## config.mk

```make
export PLATFORM = sky130hd
export DESIGN_NAME = edf_periodic_task_scheduler_core_flat
export DESIGN_NICKNAME = d
export VERILOG_FILES = /design/src/sv/edf_pkg.sv /design/src/sv/edf_if.sv /design/src/sv/edf_cfg_regs.sv /design/src/sv/edf_periodic_task_scheduler_core.sv /design/src/flat_wrapper.sv
export SDC_FILE = /design/constraint.sdc
export NUM_CORES = 1
export LEC_CHECK = 0
export ABC_AREA = 1
export BUFFER_PORTS_ARGS = -buffer_cell sky130_fd_sc_hd__buf_2
export CORE_AREA = 3 3 253 193
export DETAILED_ROUTE_END_ITERATION = 16
export DIE_AREA = 0 0 256 196
export PLACE_DENSITY_LB_ADDON = 0.3
export SKIP_LAST_GASP = 1
export SYNTH_ARGS = -nofsm -noshare
export SYNTH_HDL_FRONTEND = slang
export SYNTH_HIERARCHICAL = 1
export SYNTH_SLANG_ARGS = --single-unit
```

## constraint.sdc

```tcl
create_clock -name clk -period 6.13 [get_ports clk]
set_clock_uncertainty 0.1 [all_clocks]
set_input_delay 0.613 -clock clk [delete_from_list [all_inputs] [get_ports clk]]
set_output_delay 0.613 -clock clk [all_outputs]
set_load 0.02 [all_outputs]
```

## src/sv/edf_pkg.sv

```systemverilog
// package for the edf periodic task scheduler
// holds widths, register codes, reset values and the configuration struct
// no dependencies
package edf_pkg;

	localparam int NUM_TASKS = 4;
	localparam int IDX_W     = (NUM_TASKS > 1) ? $clog2(NUM_TASKS) : 1;

	localparam int TC_W      = 3;
	localparam int TIMING_W  = 48;
	localparam int FIELD_W   = 16;
	localparam int DL_W      = 17;
	localparam int TICK_W    = 32;
	localparam int RUN_W     = 2;
	localparam int CFG_IDX_W = 3;

	localparam logic [TIMING_W-1:0] TIMING_RESET = 48'h0001_0001_0000;
	localparam logic [TC_W-1:0]     TC_RESET     = 3'd1;

	// configuration register indexes
	typedef enum logic [CFG_IDX_W-1:0] {
		REG_TASK_COUNT   = 3'd0,
		REG_TASK0_TIMING = 3'd1,
		REG_TASK1_TIMING = 3'd2,
		REG_TASK2_TIMING = 3'd3,
		REG_TASK3_TIMING = 3'd4
	} cfg_reg_t;

	typedef struct packed {
		logic [TC_W-1:0]                    task_count;
		logic [NUM_TASKS-1:0][TIMING_W-1:0] timing;
	} edf_cfg_t;

endpackage

```

## src/sv/edf_if.sv

```systemverilog
// channel interfaces of the edf scheduler: tick input, result output, config write
// depends on edf_pkg
interface edf_in_if import edf_pkg::*; ();
	logic valid;
	logic ready;
	logic restart;

	modport source (output valid, output restart, input ready);
	modport sink (input valid, input restart, output ready);
endinterface

interface edf_out_if import edf_pkg::*; ();
	logic             valid;
	logic             ready;
	logic [RUN_W-1:0]  running_task;
	logic             idle;
	logic [TICK_W-1:0] tick_number;

	modport source (output valid, output running_task, output idle, output tick_number,
		input ready);
	modport sink (input valid, input running_task, input idle, input tick_number,
		output ready);
endinterface

interface edf_cfg_if import edf_pkg::*; ();
	logic                 valid;
	logic                 ready;
	logic [CFG_IDX_W-1:0] index;
	logic [TIMING_W-1:0]  data;

	modport source (output valid, output index, output data, input ready);
	modport sink (input valid, input index, input data, output ready);
endinterface

```

## src/sv/edf_cfg_regs.sv

```systemverilog
// configuration register file of the edf scheduler: task count and per-task timing
// depends on edf_pkg and edf_cfg_if
module edf_cfg_regs import edf_pkg::*; (
	input  logic          clk,
	input  logic          arst_n,
	edf_cfg_if.sink       cfg,
	output edf_cfg_t      regs
);

	logic [TC_W-1:0]                    task_count_q;
	logic [NUM_TASKS-1:0][TIMING_W-1:0] timing_q;
	logic                               wr;

	assign cfg.ready = 1'b1;
	assign wr        = cfg.valid & cfg.ready;

	always_ff @(posedge clk or negedge arst_n) begin
		if (!arst_n) begin
			task_count_q <= TC_RESET;
			for (int i = 0; i < NUM_TASKS; i++) begin
				timing_q[i] <= TIMING_RESET;
			end
		end else if (wr) begin
			if (cfg.index == REG_TASK_COUNT) begin
				task_count_q <= cfg.data[TC_W-1:0];
			end
			// indexes past the last timing register are dropped
			for (int i = 0; i < NUM_TASKS; i++) begin
				if ({29'd0, cfg.index} == 32'(int'(REG_TASK0_TIMING) + i)) begin
					timing_q[i] <= cfg.data;
				end
			end
		end
	end

	assign regs.task_count = task_count_q;
	assign regs.timing     = timing_q;

endmodule

```

## src/sv/edf_periodic_task_scheduler_core.sv

```systemverilog
// top level of the edf periodic task scheduler
// depends on edf_pkg, edf_if.sv and edf_cfg_regs
//
// One input word is one scheduler tick and gives one result word. A tick is
// taken in the idle state, then a single compare/update unit visits the tasks
// in use one per cycle (release, earliest-deadline compare, phase and deadline
// advance), and a done state then retires the winner's work and loads the
// result register. From 1 to 4 tasks are in use. The result register lets a
// new tick be taken while the previous result still waits; the final retire
// step of the next tick waits only if that result has not yet been taken by
// then. Configuration writes are taken every cycle and must only come while
// no tick is in flight.
module edf_periodic_task_scheduler_core import edf_pkg::*; (
	input  logic       clk,
	input  logic       arst_n,
	edf_in_if.sink     in_ch,
	edf_out_if.source  out_ch,
	edf_cfg_if.sink    cfg
);

	// sequencer: wait for tick, walk tasks, commit result
	typedef enum logic [2:0] {
		S_IDLE = 3'b001,
		S_SCAN = 3'b010,
		S_DONE = 3'b100
	} state_t;

	edf_cfg_t regs;

	edf_cfg_regs u_cfg (
		.clk    (clk),
		.arst_n (arst_n),
		.cfg    (cfg),
		.regs   (regs)
	);

	state_t               state_q;
	logic [IDX_W-1:0]     idx_q;
	logic [IDX_W-1:0]     last_idx;

	// per-task state
	logic [FIELD_W-1:0]   phase_q    [NUM_TASKS];
	logic [FIELD_W-1:0]   work_q     [NUM_TASKS];
	logic [DL_W-1:0]      deadline_q [NUM_TASKS];
	logic [TICK_W-1:0]    tick_q;

	// running best of the walk
	logic                 found_q;
	logic [IDX_W-1:0]     best_idx_q;
	logic [DL_W-1:0]      best_dl_q;
	logic [FIELD_W-1:0]   best_work_q;

	// result register
	logic                 out_valid_q;
	logic [RUN_W-1:0]     out_task_q;
	logic                 out_idle_q;
	logic [TICK_W-1:0]    out_tick_q;

	// shared unit inputs, the task under the walk pointer
	logic [TIMING_W-1:0]  cur_timing;
	logic [FIELD_W-1:0]   cur_burst;
	logic [FIELD_W-1:0]   cur_period;
	logic                 released;
	logic [FIELD_W-1:0]   cur_work;
	logic [DL_W-1:0]      cur_dl;
	logic                 better;
	logic [FIELD_W:0]     phase_inc;
	logic [FIELD_W-1:0]   period_eff;
	logic [FIELD_W-1:0]   phase_next;
	logic [DL_W-1:0]      dl_next;

	logic                 in_take;
	logic                 out_free;
	logic                 out_load;

	assign in_take  = in_ch.valid & in_ch.ready;
	assign out_free = ~out_valid_q | out_ch.ready;
	assign out_load = (state_q == S_DONE) & out_free;

	assign in_ch.ready         = (state_q == S_IDLE);
	assign out_ch.valid        = out_valid_q;
	assign out_ch.running_task = out_task_q;
	assign out_ch.idle         = out_idle_q;
	assign out_ch.tick_number  = out_tick_q;

	// last task in use: 0 counts as one task, large values clamp to all tasks
	always_comb begin
		if (regs.task_count == '0) begin
			last_idx = '0;
		end else if (32'(regs.task_count) > NUM_TASKS) begin
			last_idx = IDX_W'(NUM_TASKS - 1);
		end else begin
			last_idx = IDX_W'(regs.task_count - TC_W'(1));
		end
	end

	// release, compare and time advance for the current task
	always_comb begin
		cur_timing = regs.timing[idx_q];
		cur_burst  = cur_timing[15:0];
		cur_period = cur_timing[47:32];
		released   = (phase_q[idx_q] == '0);
		cur_work   = released ? cur_burst : work_q[idx_q];
		cur_dl     = released ? {1'b0, cur_timing[31:16]} : deadline_q[idx_q];
		// strict less-than keeps the lowest index on ties
		better     = (cur_work != '0) && (!found_q || (cur_dl < best_dl_q));
		period_eff = (cur_period == '0) ? FIELD_W'(1) : cur_period;
		phase_inc  = {1'b0, phase_q[idx_q]} + (FIELD_W+1)'(1);
		phase_next = (phase_inc >= {1'b0, period_eff}) ? '0 : phase_inc[FIELD_W-1:0];
		// countdown saturates at zero
		dl_next    = (cur_dl != '0) ? cur_dl - DL_W'(1) : '0;
	end

	always_ff @(posedge clk or negedge arst_n) begin
		if (!arst_n) begin
			state_q     <= S_IDLE;
			idx_q       <= '0;
			found_q     <= 1'b0;
			out_valid_q <= 1'b0;
			tick_q      <= '0;
			for (int i = 0; i < NUM_TASKS; i++) begin
				phase_q[i]    <= '0;
				work_q[i]     <= '0;
				deadline_q[i] <= '0;
			end
		end else begin
			// a new result replaces the one taken in the same cycle
			if (out_load) begin
				out_valid_q <= 1'b1;
			end else if (out_ch.ready) begin
				out_valid_q <= 1'b0;
			end
			case (state_q)
				S_IDLE: begin
					if (in_take) begin
						if (in_ch.restart) begin
							tick_q <= '0;
							for (int i = 0; i < NUM_TASKS; i++) begin
								phase_q[i] <= '0;
							end
						end
						idx_q   <= '0;
						found_q <= 1'b0;
						state_q <= S_SCAN;
					end
				end
				S_SCAN: begin
					if (released) begin
						work_q[idx_q] <= cur_burst;
					end
					deadline_q[idx_q] <= dl_next;
					phase_q[idx_q]    <= phase_next;
					if (better) begin
						found_q <= 1'b1;
					end
					if (idx_q == last_idx) begin
						state_q <= S_DONE;
					end else begin
						idx_q <= idx_q + IDX_W'(1);
					end
				end
				S_DONE: begin
					if (out_free) begin
						if (found_q) begin
							work_q[best_idx_q] <= best_work_q - FIELD_W'(1);
						end
						if (tick_q != '1) begin
							tick_q <= tick_q + TICK_W'(1);
						end
						state_q <= S_IDLE;
					end
				end
				default: begin
					state_q <= S_IDLE;
				end
			endcase
		end
	end

	// best-candidate and result payload, no reset needed
	always_ff @(posedge clk) begin
		if (state_q == S_SCAN && better) begin
			best_idx_q  <= idx_q;
			best_dl_q   <= cur_dl;
			best_work_q <= cur_work;
		end
		if (out_load) begin
			out_task_q <= found_q ? RUN_W'(best_idx_q) : '0;
			out_idle_q <= ~found_q;
			out_tick_q <= tick_q;
		end
	end

endmodule
```

## src/flat_wrapper.sv

```systemverilog
// flat-port wrapper written by rule: the top's interface ports become plain ports
module edf_periodic_task_scheduler_core_flat import edf_pkg::*;
  (clk, arst_n, in_ch_valid, in_ch_restart, in_ch_ready, out_ch_valid, out_ch_running_task, out_ch_idle, out_ch_tick_number, out_ch_ready, cfg_valid, cfg_index, cfg_data, cfg_ready);
  edf_in_if in_ch_i ();
  edf_out_if out_ch_i ();
  edf_cfg_if cfg_i ();
  input  logic clk;
  input  logic arst_n;
  input wire logic [$bits(in_ch_i.valid)-1:0] in_ch_valid;
  input wire logic [$bits(in_ch_i.restart)-1:0] in_ch_restart;
  output wire logic [$bits(in_ch_i.ready)-1:0] in_ch_ready;
  output wire logic [$bits(out_ch_i.valid)-1:0] out_ch_valid;
  output wire logic [$bits(out_ch_i.running_task)-1:0] out_ch_running_task;
  output wire logic [$bits(out_ch_i.idle)-1:0] out_ch_idle;
  output wire logic [$bits(out_ch_i.tick_number)-1:0] out_ch_tick_number;
  input wire logic [$bits(out_ch_i.ready)-1:0] out_ch_ready;
  input wire logic [$bits(cfg_i.valid)-1:0] cfg_valid;
  input wire logic [$bits(cfg_i.index)-1:0] cfg_index;
  input wire logic [$bits(cfg_i.data)-1:0] cfg_data;
  output wire logic [$bits(cfg_i.ready)-1:0] cfg_ready;
  assign in_ch_i.valid = in_ch_valid;
  assign in_ch_i.restart = in_ch_restart;
  assign in_ch_ready = in_ch_i.ready;
  assign out_ch_valid = out_ch_i.valid;
  assign out_ch_running_task = out_ch_i.running_task;
  assign out_ch_idle = out_ch_i.idle;
  assign out_ch_tick_number = out_ch_i.tick_number;
  assign out_ch_i.ready = out_ch_ready;
  assign cfg_i.valid = cfg_valid;
  assign cfg_i.index = cfg_index;
  assign cfg_i.data = cfg_data;
  assign cfg_ready = cfg_i.ready;
  edf_periodic_task_scheduler_core u_core (.clk(clk), .arst_n(arst_n), .in_ch(in_ch_i), .out_ch(out_ch_i), .cfg(cfg_i));
endmodule
```

# [Word level (Yosys, flattened, before mapping)]
# Cells that the tools add are included.
[op_classes] addsub=6 mul=0 div=0 n_lt_le_gt_ge=8 n_eq_ne=18 shift=0 n_mux=52 bitwise_logic=7 reduce_logical=27
[ops] operator="$mux 64" count=5
[ops] operator="$pmux 64 s2" count=2
[ops] operator="$bwmux 64" count=3
[ops] operator="$mux 16" count=9
[ops] operator="$mux 32" count=4
[ops] operator="$bmux 48 s2" count=1
[ops] operator="$mux 17" count=5
[ops] operator="$bwmux 68" count=1
[ops] operator="$bmux 16 s2" count=2
[ops] operator="$demux 16 s2" count=2
[ops] operator="$pmux 32 s2" count=1
[ops] operator="$mux 48" count=1
[ops] operator="$bmux 17 s2" count=1
[ops] operator="$demux 17 s2" count=1
[ops] operator="$add 32x1->32 const B" count=1
[ops] operator="$logic_not 16->1" count=2
[ops] operator="$ne 32x32->1 const B" count=1
[ops] operator="$add 16x1->17 const B" count=1
[ops] operator="$ge 17x16->1" count=1
[ops] operator="$lt 17x17->1" count=1
[ops] operator="$reduce_bool 17->1" count=1
[ops] operator="$sub 17x1->17 const B" count=1
[ops] operator="$reduce_bool 16->1" count=1
[ops] operator="$sub 16x1->16 const B" count=1
[ops] operator="31 further kinds" count=69
[word_totals] reg_bits=500 latch_bits=0 ramBits=0 mem_bits_ro=0 inputBits=57 output_inout_bits=38 word_cells=146 mem_count=0

# [Longest topological paths before layout]
# Gate-level depths: netlist (run 1).
[logic_depth] ltp_word=11 mapped_depth=26 ltp_nobuf=23

# [Modules after synthesis]
# The synthesis (run 1) kept the hierarchy.
[by_module_without_submodules] module="edf_periodic_task_scheduler_core" n_inst=1 cells_per_inst=2385 area_each_um2=17900.9 seq_area_each_um2=7983.9
[by_module_without_submodules] module="edf_cfg_regs" n_inst=1 cells_per_inst=857 area_each_um2=7617.3 seq_area_each_um2=4890.9

# [Worst setup path before layout (run 1)]
# OpenSTA, ideal clock, no wires.
[synth_timing] path_type="flip-flop to flip-flop" from="reg u_core.idx_q[0]" to="reg u_core.best_dl_q[0], enable pin" setup_time_ns=0.439 arrival_time_ns=4.849 required_time_ns=5.591 setup_slack_ns=0.742 path_stages_with_launch=27 path_buffers=5 synth_period_minus_slack_ns=5.388 path_cell_list="dfrtp_1 buf_6 inv_4 buf_6 buf_2 buf_2 nand2_1 a32oi_1 inv_1 ha_1 inv_1 nor2_1 nand2_1 nor2_4 nand2_2 buf_2 nand2_1 nand2_2 inv_1 ha_1 a21oi_1 o21ai_0 a21oi_1 o21ai_0 nand2_1 nand2_1 a21oi_1"
[synth_via] elab_chain_len=10 word_cells_on_any_way=20 classes_between="order compare (1); mux (13); bitwise (1); reduce/logical (5)"
[synth_rtl] item="from (decl)" line_no="edf_periodic_task_scheduler_core.sv:38" source="logic [IDX_W-1:0] idx_q;"
[synth_rtl] item="from (signal assigned)" line_no="edf_periodic_task_scheduler_core.sv:159" source="idx_q <= idx_q + IDX_W'(1);"
[synth_rtl] item="$not 2->3 (not written as such)" line_no="edf_periodic_task_scheduler_core.sv:102, edf_periodic_task_scheduler_core.sv:104"
[synth_rtl] item="$bmux 16 s2" line_no="edf_periodic_task_scheduler_core.sv:102" source="released = (phase_q[idx_q] == '0);"
[synth_rtl] item="$mux 16 (not written as such) (2 in a row)" line_no="edf_periodic_task_scheduler_core.sv:102"
[synth_rtl] item="$logic_not 16->1" line_no="edf_periodic_task_scheduler_core.sv:102"
[synth_rtl] item="$mux 17 (*)" line_no="edf_periodic_task_scheduler_core.sv:104" source="cur_dl = released ? {1'b0, cur_timing[31:16]} : deadline_q[idx_q];"
[synth_rtl] item="named net u_core.cur_dl[1]" line_no="edf_periodic_task_scheduler_core.sv:65" source="logic [DL_W-1:0] cur_dl;"
[synth_rtl] item="$lt 17x17->1 (*)" line_no="edf_periodic_task_scheduler_core.sv:106" source="better = (cur_work != '0) && (!found_q || (cur_dl < best_dl_q));"
[synth_rtl] item="$logic_or 1x1->1 (*)" line_no="edf_periodic_task_scheduler_core.sv:106"
[synth_rtl] item="$logic_and 1x1->1 (*)" line_no="edf_periodic_task_scheduler_core.sv:106"
[synth_rtl] item="$logic_and 1x1->1 (*)" line_no="edf_periodic_task_scheduler_core.sv:182" source="if (state_q == S_SCAN && better) begin"
[synth_rtl] item="to (signal assigned)" line_no="edf_periodic_task_scheduler_core.sv:184" source="best_dl_q <= cur_dl;"
[synth_rtl] item="to (decl)" line_no="edf_periodic_task_scheduler_core.sv:50" source="logic [DL_W-1:0] best_dl_q;"
# The timed path passes the listed nets; every way through them passes the cells marked *. The select of a mux whose other input is x is not followed.
# A chain may end at the register's enable or synchronous reset.

# [Final worst setup path (run 1)]
[layout_timing] from="reg u_core.idx_q[0]" to="reg u_core.best_work_q[12], enable pin"
[layout_via] elab_chain_len=10 word_cells_on_any_way=20 classes_between="order compare (1); mux (13); bitwise (1); reduce/logical (5)"
[layout_rtl] item="$not 2->3 (not written as such)" line_no="edf_periodic_task_scheduler_core.sv:102, edf_periodic_task_scheduler_core.sv:104"
[layout_rtl] item="$bmux 16 s2" line_no="edf_periodic_task_scheduler_core.sv:102"
[layout_rtl] item="$mux 16 (not written as such) (2 in a row)" line_no="edf_periodic_task_scheduler_core.sv:102"
[layout_rtl] item="$logic_not 16->1" line_no="edf_periodic_task_scheduler_core.sv:102"
[layout_rtl] item="$mux 17 (*)" line_no="edf_periodic_task_scheduler_core.sv:104"
[layout_rtl] item="named net u_core.cur_dl[12]" line_no="edf_periodic_task_scheduler_core.sv:65"
[layout_rtl] item="$lt 17x17->1 (*)" line_no="edf_periodic_task_scheduler_core.sv:106"
[layout_rtl] item="$logic_or 1x1->1 (*)" line_no="edf_periodic_task_scheduler_core.sv:106"
[layout_rtl] item="$logic_and 1x1->1 (*)" line_no="edf_periodic_task_scheduler_core.sv:106"
[layout_rtl] item="$logic_and 1x1->1 (*)" line_no="edf_periodic_task_scheduler_core.sv:182"
[layout_rtl] item="to (signal assigned)" line_no="edf_periodic_task_scheduler_core.sv:185" source="best_work_q <= cur_work;"
[layout_rtl] item="to (decl)" line_no="edf_periodic_task_scheduler_core.sv:51" source="logic [FIELD_W-1:0] best_work_q;"
# Marked as above.

==> results of run 1 <==
logic make-up after synthesis:
kind of cell / count (synthesis) / synth area share
compound gates: 463 / 0.105
xor+xnor: 36 / 0.0127
fa+ha+maj: 42 / 0.0206
buf+inv: 377 / 0.0628
flops: 500 / 0.505
other cells: 1 / 0.000147
simple gates: 1823 / 0.294
power by group:
group / switching (uW) / internal, uW / total (uW)
clock network: 1310 / 1730 / 3030
logic: 5590 / 2140 / 7730
registers: 414 / 4190 / 4600
total: 7320 / 8050 / 15400
metrics by stage:
stage	setup WS, ns	cells	hold slack [ns]	instance area (um2)	power (uW)
final	1.04	3917	-0.0224	27900	15400
after global routing	0.665	3916	0.0596	27900	16400
after CTS	1.08	3914	0.0179	27900	15200
after detailed placement	1.10	3820	0.347	26300	12100
after global placement	1.15	3820	0.347	26300	12000
after floorplan	0.742	3242	0.217	25500	9880
worst max-delay path: stages (launching register included):
cell	delay [ns]
sky130_fd_sc_hd__dfrtp_4	0.70
sky130_fd_sc_hd__inv_6	0.42
sky130_fd_sc_hd__nand2_1	0.11
sky130_fd_sc_hd__a32oi_1	0.34
sky130_fd_sc_hd__inv_1	0.16
sky130_fd_sc_hd__ha_1	0.22
sky130_fd_sc_hd__inv_1	0.09
sky130_fd_sc_hd__nor2_1	0.07
sky130_fd_sc_hd__nand2_2	0.14
sky130_fd_sc_hd__inv_1	0.07
sky130_fd_sc_hd__nand2_2	0.49
sky130_fd_sc_hd__nand2_1	0.10
sky130_fd_sc_hd__nand2_1	0.14
sky130_fd_sc_hd__inv_1	0.10
sky130_fd_sc_hd__ha_1	0.30
sky130_fd_sc_hd__a21oi_1	0.13
sky130_fd_sc_hd__o21ai_0	0.10
sky130_fd_sc_hd__a41oi_1	0.16
sky130_fd_sc_hd__nand2_1	0.11
sky130_fd_sc_hd__a21oi_4	0.42
sky130_fd_sc_hd__buf_12	0.26
how the worst max path moves through the flow:
stage                          from                      to  slack [ns]  cells past startpoint
floorplan           u_core/idx_q[0]     u_core/best_dl_q[0]        0.74                     26
global placement    u_core/idx_q[0]   u_core/best_work_q[7]        1.15                     20
detailed placement  u_core/idx_q[0]   u_core/best_work_q[4]        1.10                     20
CTS                 u_core/idx_q[0]   u_core/best_work_q[4]        1.08                     20
global route        u_core/idx_q[0]   u_core/best_work_q[4]        0.67                     20
finish              u_core/idx_q[0]  u_core/best_work_q[12]        1.04                     20
metal layers:
layer	wire length, um	track usage
met5	43	0
met4	1430	0.0747
met3	8110	0.0622
met2	31800	0.430
met1	32900	0.442
layout by cell type, fill, tap and decap left out, drive strengths merged, types with 3 or more instances in the layout:
master and instances:
dfstp 10, edfxtp 70, nor2 247, a21oi 89, o32ai 4, nor3 28
nor4 6, nand4 40, ha 42, xnor2 8, diode 3, nand2 1254
o22ai 72, a211oi 3, clkinv 15, clkbuf 79, buf 125, o21ai 232
nand3 244, xor2 28, o21a 8, a31oi 5, a32o 35, dfrtp 420
o221ai 4, inv 197
layout make-up:
class | count | area, um2 | share of cell area
diodes | 3 | 7.51 | 0.000269
clock inverters | 15 | 113 | 0.00403
flip-flops and latches | 500 | 12900 | 0.461
repair buffers | 125 | 791 | 0.0283
inverters | 200 | 758 | 0.0271
clock buffers | 79 | 1500 | 0.0537
well taps | 630 | 788 | 0.0282
multi-input cells | 2365 | 11100 | 0.397
registers in the layout, indices dropped and copies added (netlist names), 3 cells and up:
name                       count
u_core/best_dl_q              17
u_core/best_work_q            16
u_core/deadline_q             68
u_core/out_ch.tick_number     32
u_core/phase_q                64
u_core/state_q                 3
u_core/tick_q                 32
u_core/u_cfg/regs            192
u_core/u_cfg/task_count_q      3
u_core/work_q                 64
==> flow_summary.toml, run 1 <==
[setup_path]
cp_max_fo = 56
worst_setup_path_start_kind = "flop"
worstPathArrival_ns = 5.27
critical_path_required_ns = 6.31
worstRegToRegCells = 20
crit_type = "flop to flop"
critical_path.reg2reg.endpoint = "u_core/best_work_q[12]"
critical_path.endpoint_type = "flop"
r2r-start = "u_core/idx_q[0]"
r2r_slack_ns = 1.04

[clock_network]
tritoncts_num_sinks = 500
clock_tree.htree_level_count = 2
tritoncts = "done"
clock_tree.buffer_depth = 3
clkSlewWorstSetupHoldPaths_ns = 0.06
post-cts-setup-buffer-count = 0
post_cts_resize_count = 0
cts_inserted_buffers = 51
holdBufCountCts = 0
clockRootBuffer = "sky130_fd_sc_hd__clkbuf_16"
worstSkewPairLatency_ns = 0.59

[timing]
report.final.hold_viol_count = 5
holdWs_ns = -0.0224
timing_worst_slew_pin_value_ns = 1.08
slew_viols_final = 0
slew_hr = 0.280
highest_attainable_clock_frequency_mhz = 196
fin_crit_sh = 0.831
grt_setup_unrepaired = "no"
period_needed_ns = 5.09
fin_tns_setup_ns = 0
finalSetupViolCount = 0

[floorplan]
die_height_um = 196
ioPinCount = 95
die_area_um2 = 50200
die_width_um = 256
core_um2 = 46200
initial_utilization = 0.552
num_rows = 68

[placement]
place.gp.congestion = 0.975
io_buffers = 93
place.detailed.hpwl_um = 45900

[grt]
vias_in_the_first_global_route = 21505
grt_first_pass_wirelength_um = 118000
number_of_antenna_violations_at_the_first_check_in_global_routing = 6
grt_max_degree = 153
groute.usage.overall = 0.293
grt_remaining_overflow = 0

[power]
p_leak_uw = 0.0139
pwr_density_cell_nw_per_um2 = 550
power.ir.vdd_worst_mv = 0.391

[synth]
library_cell_with_the_highest_instance_count_after_synthesis = "sky130_fd_sc_hd__nand2_1"
synth_async_sr_flop_share = 0.860
post_synth_num_cell_types = 52
ys_warn_count = 6
ys_top_cells_by_area = "sky130_fd_sc_hd__dfrtp_1 (41%), sky130_fd_sc_hd__nand2_1 (18%), sky130_fd_sc_hd__edfxtp_1 (8.2%)"
netlist_top_cells_count = "sky130_fd_sc_hd__nand2_1 (1233), sky130_fd_sc_hd__dfrtp_1 (420), sky130_fd_sc_hd__nand3_1 (241)"
ys_seq_area_frac = 0.505
syn-mean-instance-area_um2 = 7.87
synthesis.nets = 3341
synth_seq_cells = 500
synthesis.instances = 3242
synth_largest_area_cell = "sky130_fd_sc_hd__dfrtp_1"
post_synth_instance_area_um2 = 25500
synth_enable_flop_cells = 70
yosys_most_used_dff = "sky130_fd_sc_hd__dfrtp_1"
synth.top_cell.area_share = 0.412

[final_layout]
fillers = 4046
design.final.nets = 3342
post_route_cells_drive_above_1_share = 0.0831
layout.core_utilization = 0.605
areaGrowthSynthToFinish_pct = 9.49

[routing]
post-route-drc-count = 0
routed-via-count = 22845
dr.pass1.iters = 6
finalWirelength_um = 74300
drt_first_iter_violations = 2749
route.antenna.remaining_nets = 0
drt-wirelength-per-cell_um = 19.0
detail_route.vias_per_cell = 5.83

[run_status]
violations = "negative hold slack"
outcome = "finished with violations"

[hold_path]
min_path_type = "primary input to asynchronous set/reset pin"

[flow_run]
timing.max_cap.violations = 0
No activity file was read; power rests on OpenSTA's default activity.
==> inputs of run 2 (changes only) <==
Clock period 6.13 ns to 4.4 ns, I/O delays scaled along.
==> run 2 against run 1 <==
The flow now finishes without violations. Sequential share of layout area down 1.3 points. Critical path depth down 3. First-iteration DRC count up 3.7%. Clock power up 45%. Count of clock-buffer cells in the layout up 1.
==> flow_summary.toml, run 2 (synthesis results as in run 1) <==
[clock_network]
post-cts-setup-buffer-count = 0
tritoncts = "done"
tritoncts_num_sinks = 500
clkSlewWorstSetupHoldPaths_ns = 0.07
cts_inserted_buffers = 50
clock_tree.buffer_depth = 3
clock_tree.htree_level_count = 2
clockRootBuffer = "sky130_fd_sc_hd__clkbuf_16"
worstSkewPairLatency_ns = 0.61

[final_layout]
design.final.nets = 3412
areaGrowthSynthToFinish_pct = 12.7
post_route_cells_drive_above_1_share = 0.0933
layout.cells.most_common_list = "sky130_fd_sc_hd__nand2_1 (1229), sky130_fd_sc_hd__dfrtp_1 (418), sky130_fd_sc_hd__nand3_1 (241)"
layout.core_utilization = 0.622
largest_register_ffs = 192
layout_commonest_cell = "sky130_fd_sc_hd__nand2_1"

[timing]
period_needed_ns = 4.10
timing_worst_slew_pin_value_ns = 1.24
holdWs_ns = 0.0174
grt_setup_unrepaired = "no"
fin_tns_setup_ns = 0
highest_attainable_clock_frequency_mhz = 244
slew_viols_final = 0
report.final.hold_viol_count = 0
fin_crit_sh = 0.931
finalSetupViolCount = 0
slew_hr = 0.170

[grt]
grt_remaining_overflow = 0
groute.usage.overall = 0.299
grt_max_degree = 121
number_of_antenna_violations_at_the_first_check_in_global_routing = 4
grt_first_pass_wirelength_um = 121000
vias_in_the_first_global_route = 22349

[floorplan]
die_height_um = 196
initial_utilization = 0.552
die_width_um = 256
ioPinCount = 95
die_area_um2 = 50200
core_um2 = 46200
num_rows = 68

[placement]
place.gp.congestion = 0.933
io_buffers = 93
place.detailed.hpwl_um = 47200

[setup_path]
crit_type = "flop to flop"
worst_setup_path_startpoint = "u_core/idx_q[0]"
cp_max_fo = 73
critical_path.endpoint_type = "flop"
critical_path_required_ns = 4.58
r2r_slack_ns = 0.30
worstRegToRegCells = 17
setup.worst_path.end = "u_core/best_dl_q[3]"
critical_path.reg2reg.endpoint = "u_core/best_dl_q[3]"
worstPathArrival_ns = 4.28
worst_setup_path_start_kind = "flop"
r2r-start = "u_core/idx_q[0]"

[power]
p_leak_uw = 0.0143
power.ir.vdd_worst_mv = 0.493
pwr_density_cell_nw_per_um2 = 759

[routing]
drt-wirelength-per-cell_um = 19.0
post-route-drc-count = 0
routed-via-count = 23243
drt_first_iter_violations = 2851
route.antenna.remaining_nets = 0
finalWirelength_um = 75900
detail_route.vias_per_cell = 5.83
dr.pass1.iters = 6

[hold_path]
min_path_type = "primary input to flop"

[flow_run]
timing.max_cap.violations = 0

[run_status]
outcome = "finished, final reports clean"
[run 2: cell type report]
cell class	count	area [um2]
fill	3992	17400
sequential	500	12900
antenna	2	5.00
clock buffer	80	1590
timing repair buffer	195	1460
tap	630	788
clock inverter	14	129
inverter	200	761
multi-input combinational	2366	11100
[run 2: what timing repair did]
item	in CTS	in global routing
endpoints found under the hold margin	162	0
gates resized for setup	0	11
endpoints found under the setup margin	0	111
hold buffers	41	0
[run 2: routing by layer]
metal,track usage,part of all wire,up-vias
met4,0.0874,0.024,4
met5,0,0.00036,-
met3,0.0653,0.12,158
met1,0.435,0.43,11032
li1,-,-,10744
met2,0.452,0.43,1305
[run 2: report_power, final]
group | total [uW] | leakage [uW] | internal, uW | switching (uW)
sequential | 6370 | 0.00626 | 5840 | 529
combinational | 11100 | 0.00717 | 3230 | 7830
clock | 4400 | 0.000852 | 2540 | 1860
[run 2: worst min-delay path by stage]
stage	startpoint	endpoint	slack (ns)	cells after the start
floorplan	arst_n	u_core/deadline_q[0]	0.04	0
global placement	u_core/u_cfg/regs[163]	u_core/u_cfg/regs[163]	0.35	2
detailed placement	u_core/work_q[36]	u_core/work_q[36]	0.35	2
CTS	cfg_data[9]	u_core/u_cfg/regs[105]	0.001	3
global route	cfg_data[23]	u_core/u_cfg/regs[119]	0.02	3
finish	cfg_data[23]	u_core/u_cfg/regs[119]	0.02	3
[run 2: through the flow]
step	cells	area (um2)	setup slack, ns	total power [uW]
6_report	3987	28800	0.304	21800
5_1_grt	3987	28800	0.00957	23300
4_1_cts	3984	28700	0.145	21500
3_5_place_dp	3849	26600	0.184	17000
3_3_place_gp	3849	26600	0.324	16800
2_1_floorplan	3242	25500	0.105	13800
[run 2: critical path: stages, from the launching register on]
cell and delay, ns:
sky130_fd_sc_hd__dfrtp_4 0.50, sky130_fd_sc_hd__buf_12 0.29, sky130_fd_sc_hd__buf_4 0.72, sky130_fd_sc_hd__nor2_1 0.14
sky130_fd_sc_hd__nor2_1 0.13, sky130_fd_sc_hd__o21ai_0 0.10, sky130_fd_sc_hd__nand2_1 0.14, sky130_fd_sc_hd__nand3_1 0.08
sky130_fd_sc_hd__nand2_1 0.15, sky130_fd_sc_hd__ha_1 0.27, sky130_fd_sc_hd__a21oi_1 0.16, sky130_fd_sc_hd__o21ai_0 0.11
sky130_fd_sc_hd__a21oi_1 0.14, sky130_fd_sc_hd__o21ai_0 0.13, sky130_fd_sc_hd__nand2_1 0.08, sky130_fd_sc_hd__nand2_1 0.08
sky130_fd_sc_hd__a21oi_4 0.17, sky130_fd_sc_hd__buf_12 0.22
